**src/sv/threshold_feedback_gate_core_macros.svh**
```systemverilog
// ------------------------------------------------------------------
// threshold_feedback_gate_core_macros.svh
// assertion macros used by the gate core sequencer
// ------------------------------------------------------------------
`ifndef THRESHOLD_FEEDBACK_GATE_CORE_MACROS_SVH
`define THRESHOLD_FEEDBACK_GATE_CORE_MACROS_SVH

// condition must hold in the same cycle
`define TFG_ASSERT_NOW(lbl, clk, rst, ante, cons, msg) \
  lbl: assert property (@(posedge clk) disable iff (rst) (ante) |-> (cons)) else $error(msg);

// condition must hold in the following cycle
`define TFG_ASSERT_NEXT(lbl, clk, rst, ante, cons, msg) \
  lbl: assert property (@(posedge clk) disable iff (rst) (ante) |=> (cons)) else $error(msg);

`endif

```
**src/sv/tfg_pkg.sv**
```systemverilog
// ------------------------------------------------------------------
// tfg_pkg
// shared types and constants of the threshold feedback gate core
// ------------------------------------------------------------------
package tfg_pkg;

  // fixed point format of all time and level values
  localparam int VALUE_BITS    = 32;
  localparam int DEF_FRAC_BITS = 16;

  // configuration port
  localparam int CFG_IDX_BITS = 3;

  localparam logic [CFG_IDX_BITS-1:0] CFG_FEEDBACK_ENABLE = 3'd0;
  localparam logic [CFG_IDX_BITS-1:0] CFG_SIGNAL_MODE     = 3'd1;
  localparam logic [CFG_IDX_BITS-1:0] CFG_TRIG_THRESHOLD  = 3'd2;
  localparam logic [CFG_IDX_BITS-1:0] CFG_ACT_DELAY       = 3'd3;
  localparam logic [CFG_IDX_BITS-1:0] CFG_EARLIEST_TIME   = 3'd4;
  localparam logic [CFG_IDX_BITS-1:0] CFG_WINDOW_START    = 3'd5;
  localparam logic [CFG_IDX_BITS-1:0] CFG_WINDOW_END      = 3'd6;

  // input word
  typedef struct packed {
    logic [VALUE_BITS-1:0] sample_time;
    logic [VALUE_BITS-1:0] peak_level;
  } in_item_t;

  // output word
  typedef struct packed {
    logic signed [VALUE_BITS-1:0] selected_signal;
    logic signed [VALUE_BITS-1:0] growth_rate;
    logic                         trigger_latched;
    logic [VALUE_BITS-1:0]        trigger_time;
    logic                         feedback_open;
    logic                         actuator_open;
  } out_item_t;

  // controller to datapath commands
  typedef struct packed {
    logic capture;
    logic diff_en;
    logic load_en;
    logic step_en;
    logic rate_en;
    logic commit;
  } dp_cmd_t;

  // datapath to controller status
  typedef struct packed {
    logic advance;
    logic out_free;
  } dp_status_t;

endpackage

```
**src/sv/tfg_datapath.sv**
```systemverilog
// ------------------------------------------------------------------
// tfg_datapath
// config registers, rate divider, trigger latch and output register
// ------------------------------------------------------------------
module tfg_datapath #(
  parameter int FRAC_BITS = tfg_pkg::DEF_FRAC_BITS
) (
  input  logic                                clk,
  input  logic                                rst,
  input  logic                                cfg_wr_en,
  input  logic [tfg_pkg::CFG_IDX_BITS-1:0]    cfg_index,
  input  logic [tfg_pkg::VALUE_BITS-1:0]      cfg_data,
  input  tfg_pkg::in_item_t                   in_data,
  input  tfg_pkg::dp_cmd_t                    cmd,
  output tfg_pkg::dp_status_t                 status,
  output logic                                out_valid,
  input  logic                                out_ready,
  output tfg_pkg::out_item_t                  out_data
);
  import tfg_pkg::*;

  localparam int V = VALUE_BITS;
  localparam longint THRESH_RESET_L = ((longint'(2) << FRAC_BITS) + 50) / 100;
  localparam logic [V-1:0] THRESH_RESET = V'(THRESH_RESET_L);
  localparam logic signed [V-1:0] SMAX = {1'b0, {(V-1){1'b1}}};
  localparam logic signed [V-1:0] SMIN = {1'b1, {(V-1){1'b0}}};

  // configuration registers
  logic                fb_en;
  logic                sig_mode;
  logic signed [V-1:0] thresh;
  logic [V-1:0]        act_delay;
  logic [V-1:0]        earliest;
  logic [V-1:0]        win_start;
  logic [V-1:0]        win_end;

  // captured word
  logic [V-1:0] smp_time;
  logic [V-1:0] smp_level;

  // tracking state
  logic                have_prev;
  logic [V-1:0]        prev_time;
  logic [V-1:0]        prev_level;
  logic signed [V-1:0] held_rate;
  logic                fired;
  logic [V-1:0]        fired_time;

  // divider registers
  logic signed [V:0] diff;
  logic [V-1:0]      dt;
  logic [V-1:0]      rem;
  logic [V-1:0]      quo;
  logic              ovf;
  logic              neg;

  // combinational helpers
  logic                advance;
  logic [V:0]          neg_diff;
  logic [V-1:0]        mag;
  logic [V+FRAC_BITS-1:0] scaled;
  logic [FRAC_BITS-1:0]   hi;
  logic [V-1:0]        hi_ext;
  logic [V:0]          r2;
  logic [V:0]          r2_sub;
  logic                ge;
  logic [V-1:0]        quo_neg;
  logic signed [V-1:0] rate_val;
  logic signed [V-1:0] lvl_sig;
  logic signed [V-1:0] signal;
  logic                trig;
  logic                fired_n;
  logic [V-1:0]        ftime_n;
  logic [V:0]          gate_sum;
  logic                fb_gate;
  logic                win;

  // configuration writes
  always_ff @(posedge clk) begin
    if (rst) begin
      fb_en     <= 1'b0;
      sig_mode  <= 1'b0;
      thresh    <= THRESH_RESET;
      act_delay <= '0;
      earliest  <= '0;
      win_start <= '0;
      win_end   <= '1;
    end else if (cfg_wr_en) begin
      case (cfg_index)
        CFG_FEEDBACK_ENABLE: fb_en     <= cfg_data[0];
        CFG_SIGNAL_MODE:     sig_mode  <= cfg_data[0];
        CFG_TRIG_THRESHOLD:  thresh    <= cfg_data;
        CFG_ACT_DELAY:       act_delay <= cfg_data;
        CFG_EARLIEST_TIME:   earliest  <= cfg_data;
        CFG_WINDOW_START:    win_start <= cfg_data;
        CFG_WINDOW_END:      win_end   <= cfg_data;
        default: ;
      endcase
    end
  end

  // input capture
  always_ff @(posedge clk) begin
    if (cmd.capture) begin
      smp_time  <= in_data.sample_time;
      smp_level <= in_data.peak_level;
    end
  end

  // time advance check against stored pair
  assign advance = have_prev && (smp_time > prev_time);

  // magnitude of level change and overflow precheck
  assign neg_diff = -diff;
  assign mag      = diff[V] ? neg_diff[V-1:0] : diff[V-1:0];
  assign scaled   = {mag, {FRAC_BITS{1'b0}}};
  assign hi       = scaled[V+FRAC_BITS-1:V];
  assign hi_ext   = {{(V-FRAC_BITS){1'b0}}, hi};

  // one restoring divide step
  assign r2     = {rem, quo[V-1]};
  assign ge     = r2 >= {1'b0, dt};
  assign r2_sub = r2 - {1'b0, dt};

  // signed saturated rate from quotient
  assign quo_neg = -quo;
  always_comb begin
    if (ovf) begin
      rate_val = neg ? SMIN : SMAX;
    end else if (neg) begin
      rate_val = quo[V-1] ? SMIN : signed'(quo_neg);
    end else begin
      rate_val = quo[V-1] ? SMAX : signed'(quo);
    end
  end

  // divider datapath
  always_ff @(posedge clk) begin
    if (cmd.diff_en) begin
      diff <= signed'({1'b0, smp_level}) - signed'({1'b0, prev_level});
      dt   <= smp_time - prev_time;
    end
    if (cmd.load_en) begin
      rem <= hi_ext;
      quo <= scaled[V-1:0];
      ovf <= hi_ext >= dt;
      neg <= diff[V];
    end else if (cmd.step_en) begin
      rem <= ge ? r2_sub[V-1:0] : r2[V-1:0];
      quo <= {quo[V-2:0], ge};
    end
  end

  // signal selection and trigger
  assign lvl_sig  = smp_level[V-1] ? SMAX : signed'(smp_level);
  assign signal   = sig_mode ? held_rate : lvl_sig;
  assign trig     = fb_en && !fired && (smp_time >= earliest) && (signal >= thresh);
  assign fired_n  = fired || trig;
  assign ftime_n  = trig ? smp_time : fired_time;
  assign gate_sum = {1'b0, ftime_n} + {1'b0, act_delay};
  assign fb_gate  = fb_en && fired_n && ({1'b0, smp_time} >= gate_sum);
  assign win      = (smp_time >= win_start) && (smp_time <= win_end);

  // tracking state update
  always_ff @(posedge clk) begin
    if (rst) begin
      have_prev  <= 1'b0;
      prev_time  <= '0;
      prev_level <= '0;
      held_rate  <= '0;
      fired      <= 1'b0;
      fired_time <= '0;
    end else begin
      if (cmd.diff_en && !have_prev) begin
        held_rate <= '0;
      end else if (cmd.rate_en) begin
        held_rate <= rate_val;
      end
      if (cmd.commit) begin
        if (!have_prev || advance) begin
          have_prev  <= 1'b1;
          prev_time  <= smp_time;
          prev_level <= smp_level;
        end
        fired      <= fired_n;
        fired_time <= ftime_n;
      end
    end
  end

  // output register
  always_ff @(posedge clk) begin
    if (cmd.commit) begin
      out_data.selected_signal <= signal;
      out_data.growth_rate     <= held_rate;
      out_data.trigger_latched <= fired_n;
      out_data.trigger_time    <= fired_n ? ftime_n : '0;
      out_data.feedback_open   <= fb_gate;
      out_data.actuator_open   <= fb_en ? fb_gate : win;
    end
  end

  always_ff @(posedge clk) begin
    if (rst) begin
      out_valid <= 1'b0;
    end else if (cmd.commit) begin
      out_valid <= 1'b1;
    end else if (out_ready) begin
      out_valid <= 1'b0;
    end
  end

  assign status.advance  = advance;
  assign status.out_free = !out_valid || out_ready;

endmodule

```
**src/sv/tfg_ctrl.sv**
```systemverilog
// ------------------------------------------------------------------
// tfg_ctrl
// sequencer for capture, divide, rate update and result commit
// ------------------------------------------------------------------
`include "threshold_feedback_gate_core_macros.svh"

module tfg_ctrl (
  input  logic                clk,
  input  logic                rst,
  input  logic                in_valid,
  output logic                in_ready,
  input  tfg_pkg::dp_status_t status,
  output tfg_pkg::dp_cmd_t    cmd
);
  import tfg_pkg::*;

  localparam int CW = $clog2(VALUE_BITS);
  localparam logic [CW-1:0] LAST = CW'(VALUE_BITS - 1);

  typedef enum logic [5:0] {
    S_IDLE = 6'b000001,
    S_DIFF = 6'b000010,
    S_LOAD = 6'b000100,
    S_DIV  = 6'b001000,
    S_RATE = 6'b010000,
    S_DONE = 6'b100000
  } state_t;

  state_t        state;
  state_t        state_next;
  logic [CW-1:0] count;
  logic [CW-1:0] count_next;
  logic          in_accept;
  logic          div_last;

  // next state and commands
  always_comb begin
    state_next = state;
    count_next = count;
    cmd        = '0;
    in_ready   = 1'b0;
    case (state)
      S_IDLE: begin
        in_ready    = 1'b1;
        cmd.capture = in_valid;
        if (in_valid) state_next = S_DIFF;
      end
      S_DIFF: begin
        cmd.diff_en = 1'b1;
        state_next  = status.advance ? S_LOAD : S_DONE;
      end
      S_LOAD: begin
        cmd.load_en = 1'b1;
        count_next  = '0;
        state_next  = S_DIV;
      end
      S_DIV: begin
        cmd.step_en = 1'b1;
        count_next  = count + CW'(1);
        if (count == LAST) state_next = S_RATE;
      end
      S_RATE: begin
        cmd.rate_en = 1'b1;
        state_next  = S_DONE;
      end
      S_DONE: begin
        cmd.commit = status.out_free;
        if (status.out_free) state_next = S_IDLE;
      end
      default: begin
        state_next = S_IDLE;
      end
    endcase
  end

  // state registers
  always_ff @(posedge clk) begin
    if (rst) begin
      state <= S_IDLE;
      count <= '0;
    end else begin
      state <= state_next;
      count <= count_next;
    end
  end

  // assertion helpers
  assign in_accept = in_valid && in_ready;
  assign div_last  = (state == S_DIV) && (count == LAST);

  // result never overwrites a word still waiting
  `TFG_ASSERT_NOW(a_commit_free, clk, rst, cmd.commit, status.out_free, "commit while busy")
  // accepted word starts processing
  `TFG_ASSERT_NEXT(a_accept_diff, clk, rst, in_accept, state == S_DIFF, "no diff after accept")
  // divide ends after the last quotient bit
  `TFG_ASSERT_NEXT(a_div_exit, clk, rst, div_last, state == S_RATE, "divide did not finish")

endmodule

```
**src/sv/threshold_feedback_gate_core.sv**
```systemverilog
// Sequence: a word that advances time goes through S_DIFF, S_LOAD, S_DIV, S_RATE and
//   S_DONE after it is accepted; a first word or one that does not advance goes S_DIFF, S_DONE.
// A new word is accepted only in S_IDLE, once the last one is committed; the restoring
//   divider gives one quotient bit per cycle, VALUE_BITS steps per rate.
// Reset (rst, synchronous): config registers to their defaults, tracking state and
//   trigger cleared, output word invalid.
// ------------------------------------------------------------------
// threshold_feedback_gate_core
// growth rate tracker with one-shot threshold trigger and actuator gating
// ------------------------------------------------------------------
module threshold_feedback_gate_core #(
  parameter int FRAC_BITS = tfg_pkg::DEF_FRAC_BITS
) (
  input  logic                             clk,
  input  logic                             rst,
  input  logic                             cfg_wr_en,
  input  logic [tfg_pkg::CFG_IDX_BITS-1:0] cfg_index,
  input  logic [tfg_pkg::VALUE_BITS-1:0]   cfg_data,
  input  logic                             in_valid,
  output logic                             in_ready,
  input  tfg_pkg::in_item_t                in_data,
  output logic                             out_valid,
  input  logic                             out_ready,
  output tfg_pkg::out_item_t               out_data
);
  import tfg_pkg::*;

  dp_cmd_t    cmd;
  dp_status_t status;

  // sequencer
  tfg_ctrl u_ctrl (
    .clk      (clk),
    .rst      (rst),
    .in_valid (in_valid),
    .in_ready (in_ready),
    .status   (status),
    .cmd      (cmd)
  );

  // arithmetic and storage
  tfg_datapath #(
    .FRAC_BITS (FRAC_BITS)
  ) u_datapath (
    .clk       (clk),
    .rst       (rst),
    .cfg_wr_en (cfg_wr_en),
    .cfg_index (cfg_index),
    .cfg_data  (cfg_data),
    .in_data   (in_data),
    .cmd       (cmd),
    .status    (status),
    .out_valid (out_valid),
    .out_ready (out_ready),
    .out_data  (out_data)
  );

endmodule

```
**config.mk**
```make
export PLATFORM = sky130hd
export DESIGN_NAME = threshold_feedback_gate_core
export DESIGN_NICKNAME = d
export VERILOG_FILES = /design/src/sv/tfg_pkg.sv /design/src/sv/tfg_datapath.sv /design/src/sv/tfg_ctrl.sv /design/src/sv/threshold_feedback_gate_core.sv
export VERILOG_INCLUDE_DIRS = /design/src /design/src/sv
export SDC_FILE = /design/constraint.sdc
export NUM_CORES = 2
export LEC_CHECK = 0
export ABC_AREA = 1
export BUFFER_PORTS_ARGS = -buffer_cell sky130_fd_sc_hd__buf_2
export CORE_ASPECT_RATIO = 0.6
export CORE_MARGIN = 1.5
export CORE_UTILIZATION = 56
export DETAILED_ROUTE_END_ITERATION = 12
export PLACE_DENSITY = 0.77
export SKIP_CTS_REPAIR_TIMING = 1
export SLEW_MARGIN = 5
export SYNTH_ARGS = -nofsm -noshare
export SYNTH_HDL_FRONTEND = slang
export SYNTH_SLANG_ARGS = --single-unit
```
**constraint.sdc**
```tcl
create_clock -name clk -period 7.4 [get_ports clk]
set_input_delay 1.11 -clock clk [delete_from_list [all_inputs] [get_ports clk]]
set_output_delay 1.11 -clock clk [all_outputs]
set_load 0.02 [all_outputs]
```
==> reports/metrics.csv <==
stage,metric,value,unit
status,status,"complete, no violations",
die,placementRows,70,
grt,grt_max_degree,162,
power,ir_worst_vdd,0.000177,V
sta,fmax,146,MHz
drt,num_vias,32100,
die,die_h,196,µm
cts,cts_tree,built,
yosys,ys_ff_latch,598,
cts,clock-sinks,598,
worst_setup_path,crit_fanout,32,
cells_and_area,seq_area,14600,µm²
sta,tns,0,ns
worst_setup_path,r2r_end,u_datapath.out_data[0],
cells_and_area,final_cells,5476,
cells_and_area,multi_input_area,17300,µm²
yosys,syn_nets,4830,
placed_design,dp.cells,5371,
cells_and_area,area_growth,11.1,%
cells_and_area,fin_nets,5016,
sta,period_share,92.6,%
yosys,avgSynthCellArea,7.90,µm²
placed_design,gp_congestion,1.04,
cts,cts_buffers,55,
grt,overflow,0,
hold_path,min_path_type,reg2reg,
sta,report.final.slew_viol_count,0,
yosys,synth_common_cells,"nand2_1, inv_1, nor2_1",
yosys,synth-main-ff-cell,dfxtp_1,
cts,cts-root-buf,clkbuf_16,
sta,fin_skew,0.0369,ns
hold_path,hold_depth,0,
drt,postRouteAntennaNets,0,
drt,drt_pass1_iterations,6,
yosys,synth_top_area_share,22.6,%
drt,first_iter_violations,4795,
worst_setup_path,reg2reg_slack,0.55,ns
worst_setup_path,critPathArrivalTime,7.27,ns
yosys,synth_edf_count,262,
hold_path,min_to,u_datapath.out_data[63],
die,die_x,325,µm
hold_path,hold_start,u_datapath.held_rate[28],
drt,wl,117,mm
grt,grt_pass1_wl,175,mm
cells_and_area,layout-drive-gt1-share,8.63,%
yosys,synth_cell_types,58,
cells_and_area,fillers,5366,
job,drv_cap,0,
die,core,61200,µm²
placed_design,dp_hpwl,88.9,mm
sta,rsz0062_at_grt,false,
sta,layout_min_cycle_time,6.85,ns
grt,grt_pass1_vias,28600,
sta,worstMarginPinSlew,1.31,ns
cells_and_area,top_regs,"u_datapath.out_data x99, u_datapath.diff x33",
cells_and_area,final_core_util,63.3,%
cts,clkLatencyLatePin,0.66,ns
worst_setup_path,worst-setup-path-type,reg2reg,
die,start_util,57.0,%
power,powerDensity,201,nW/µm²
drt,wl_per_cell,21.3,µm
grt,grt_use_total,35.9,%
yosys,synthArstFlopShare,0,%
yosys,yosysMostFrequentCell,nand2_1,
die,io_pins,205,
die,die-area,63800,µm²
cts,path_clk_slew,0.07,ns
drt,route.detailed.drc,0,
grt,antenna_found_initial,7,
cells_and_area,largest_register_ff_count,99,
yosys,synth_area_leader_cell,edfxtp_1,
yosys,synth_warnings,0,
yosys,yosysSeqAreaShare,41.8,%
worst_setup_path,crit_top_cell,nand2_1,
worst_setup_path,crit_required,7.81,ns
worst_setup_path,crit_path_max_incr_delay,0.38,ns
cts,htreeDepth,2,
worst_setup_path,crit_path_start_kind,register,
worst_setup_path,critPathSlowestCell,nor3_1,
yosys,syn_inst,4414,
sta,slew_headroom,12.0,%
drt,routed_via_density,5.86,
placed_design,port_buffers,204,
yosys,mappedNetlistArea,34900,µm²
sta,setup_viol,0,
cells_and_area,regMostFlops,u_datapath.out_data,
worst_setup_path,r2r-start,u_datapath.smp_level[31],
yosys,yosys-top-cells-area,"edfxtp_1, dfxtp_1, ha_1",
worst_setup_path,r2r_cells,38,
sta,hold_viol_final,0,
worst_setup_path,endpoint_kind,register,
cts,clock_path_buffers,3,
sta,holdWs,0.454,ns
power,leakagePower,17.0,nW
[kinds of logic (layout without fill, tap and decap cells)]
logic type                 count (synthesis)  count (layout)  synth area share [%]
AOI/OAI and AO/OA                       1027            1027                  16.2
DFF                                      598             598                  41.8
muxes                                      1               1                0.0287
adders and majority gates                312             312                  11.3
xor gates and xnor gates                 140             140                  3.52
buffers and inverters                    767             999                  8.63
and+or+nand+nor                         1569            1569                  18.5
other                                      0               2                     0
[critical path: cells and delay by family (launching register included)]
kind / cells / cell delay (ns)
simple gates: 24 / 2.76
flops: 1 / 0.36
fa+ha+maj: 3 / 0.97
compound gates: 7 / 1.61
xor+xnor: 1 / 0.22
buf+inv: 3 / 0.66
[layout make-up]
cell class	instances	area share, %
inverters	631	6.13
multi-input cells	3049	44.7
repair buffers	265	3.82
clock inverters	32	1.05
clock buffers	71	3.92
well taps	828	2.67
diodes	2	0.0129
flip-flops and latches	598	37.7
[worst max-delay path by stage]
| stage | start | endpoint |
|---|---|---|
| floorplan | u_datapath.sig_mode | u_datapath.out_data[0] |
| global placement | u_datapath.sig_mode | u_datapath.out_data[0] |
| detailed placement | u_datapath.sig_mode | u_datapath.out_data[0] |
| CTS | u_datapath.sig_mode | u_datapath.out_data[0] |
| global route | u_datapath.smp_level[31] | u_datapath.out_data[0] |
| finish | u_datapath.smp_level[31] | u_datapath.out_data[0] |
[per-stage QoR]
stage                     total power, mW  setup slack, ns  area [µm²]
after floorplan                      4.31             1.95       34900
after global placement               4.68            0.446       36800
after detailed placement             4.70            0.420       36800
after CTS                            7.74            0.381       38700
after global routing                 8.02            0.110       38700
final                                7.77            0.548       38800
[power by group]
| group | leakage, nW | switching (mW) | internal, mW |
|---|---|---|---|
| logic | 11.0 | 0.707 | 0.345 |
| registers | 5.13 | 0.0845 | 3.54 |
| clock network | 0.928 | 1.35 | 1.74 |
[routing by layer]
layer / vias to the layer above / wire (µm) / global-route usage (%)
met4: 2 / 2630 / 8.36
met2: 1865 / 42100 / 45.7
met3: 168 / 17900 / 11.9
met1: 14900 / 53900 / 56.7
met5: - / 13 / 0
li1: 15100 / - / -
[cell usage in the layout (no fill, tap or decap), types with 7 or more instances in the layout]
cell type	count
o21ai_1	72
bufinv_16	8
a211oi_1	7
nand2_1	747
nand3b_1	7
a21oi_1	402
edfxtp_1	262
buf_4	61
o21ai_0	342
o221ai_1	14
o211ai_1	50
nand4_1	42
nor3_1	77
xnor2_1	59
nand2_2	8
a221oi_1	13
nor2_1	537
o21a_1	24
clkbuf_1	9
xor2_1	81
a31oi_1	15
o21bai_1	12
inv_1	619
nor4_1	20
clkbuf_16	56
ha_1	308
dfxtp_1	335
buf_2	204
a21boi_0	9
nand3_1	94
clkinv_2	9
o22ai_1	27
clkinv_1	8
a21o_1	21
No activity file was read; power rests on OpenSTA's default activity.
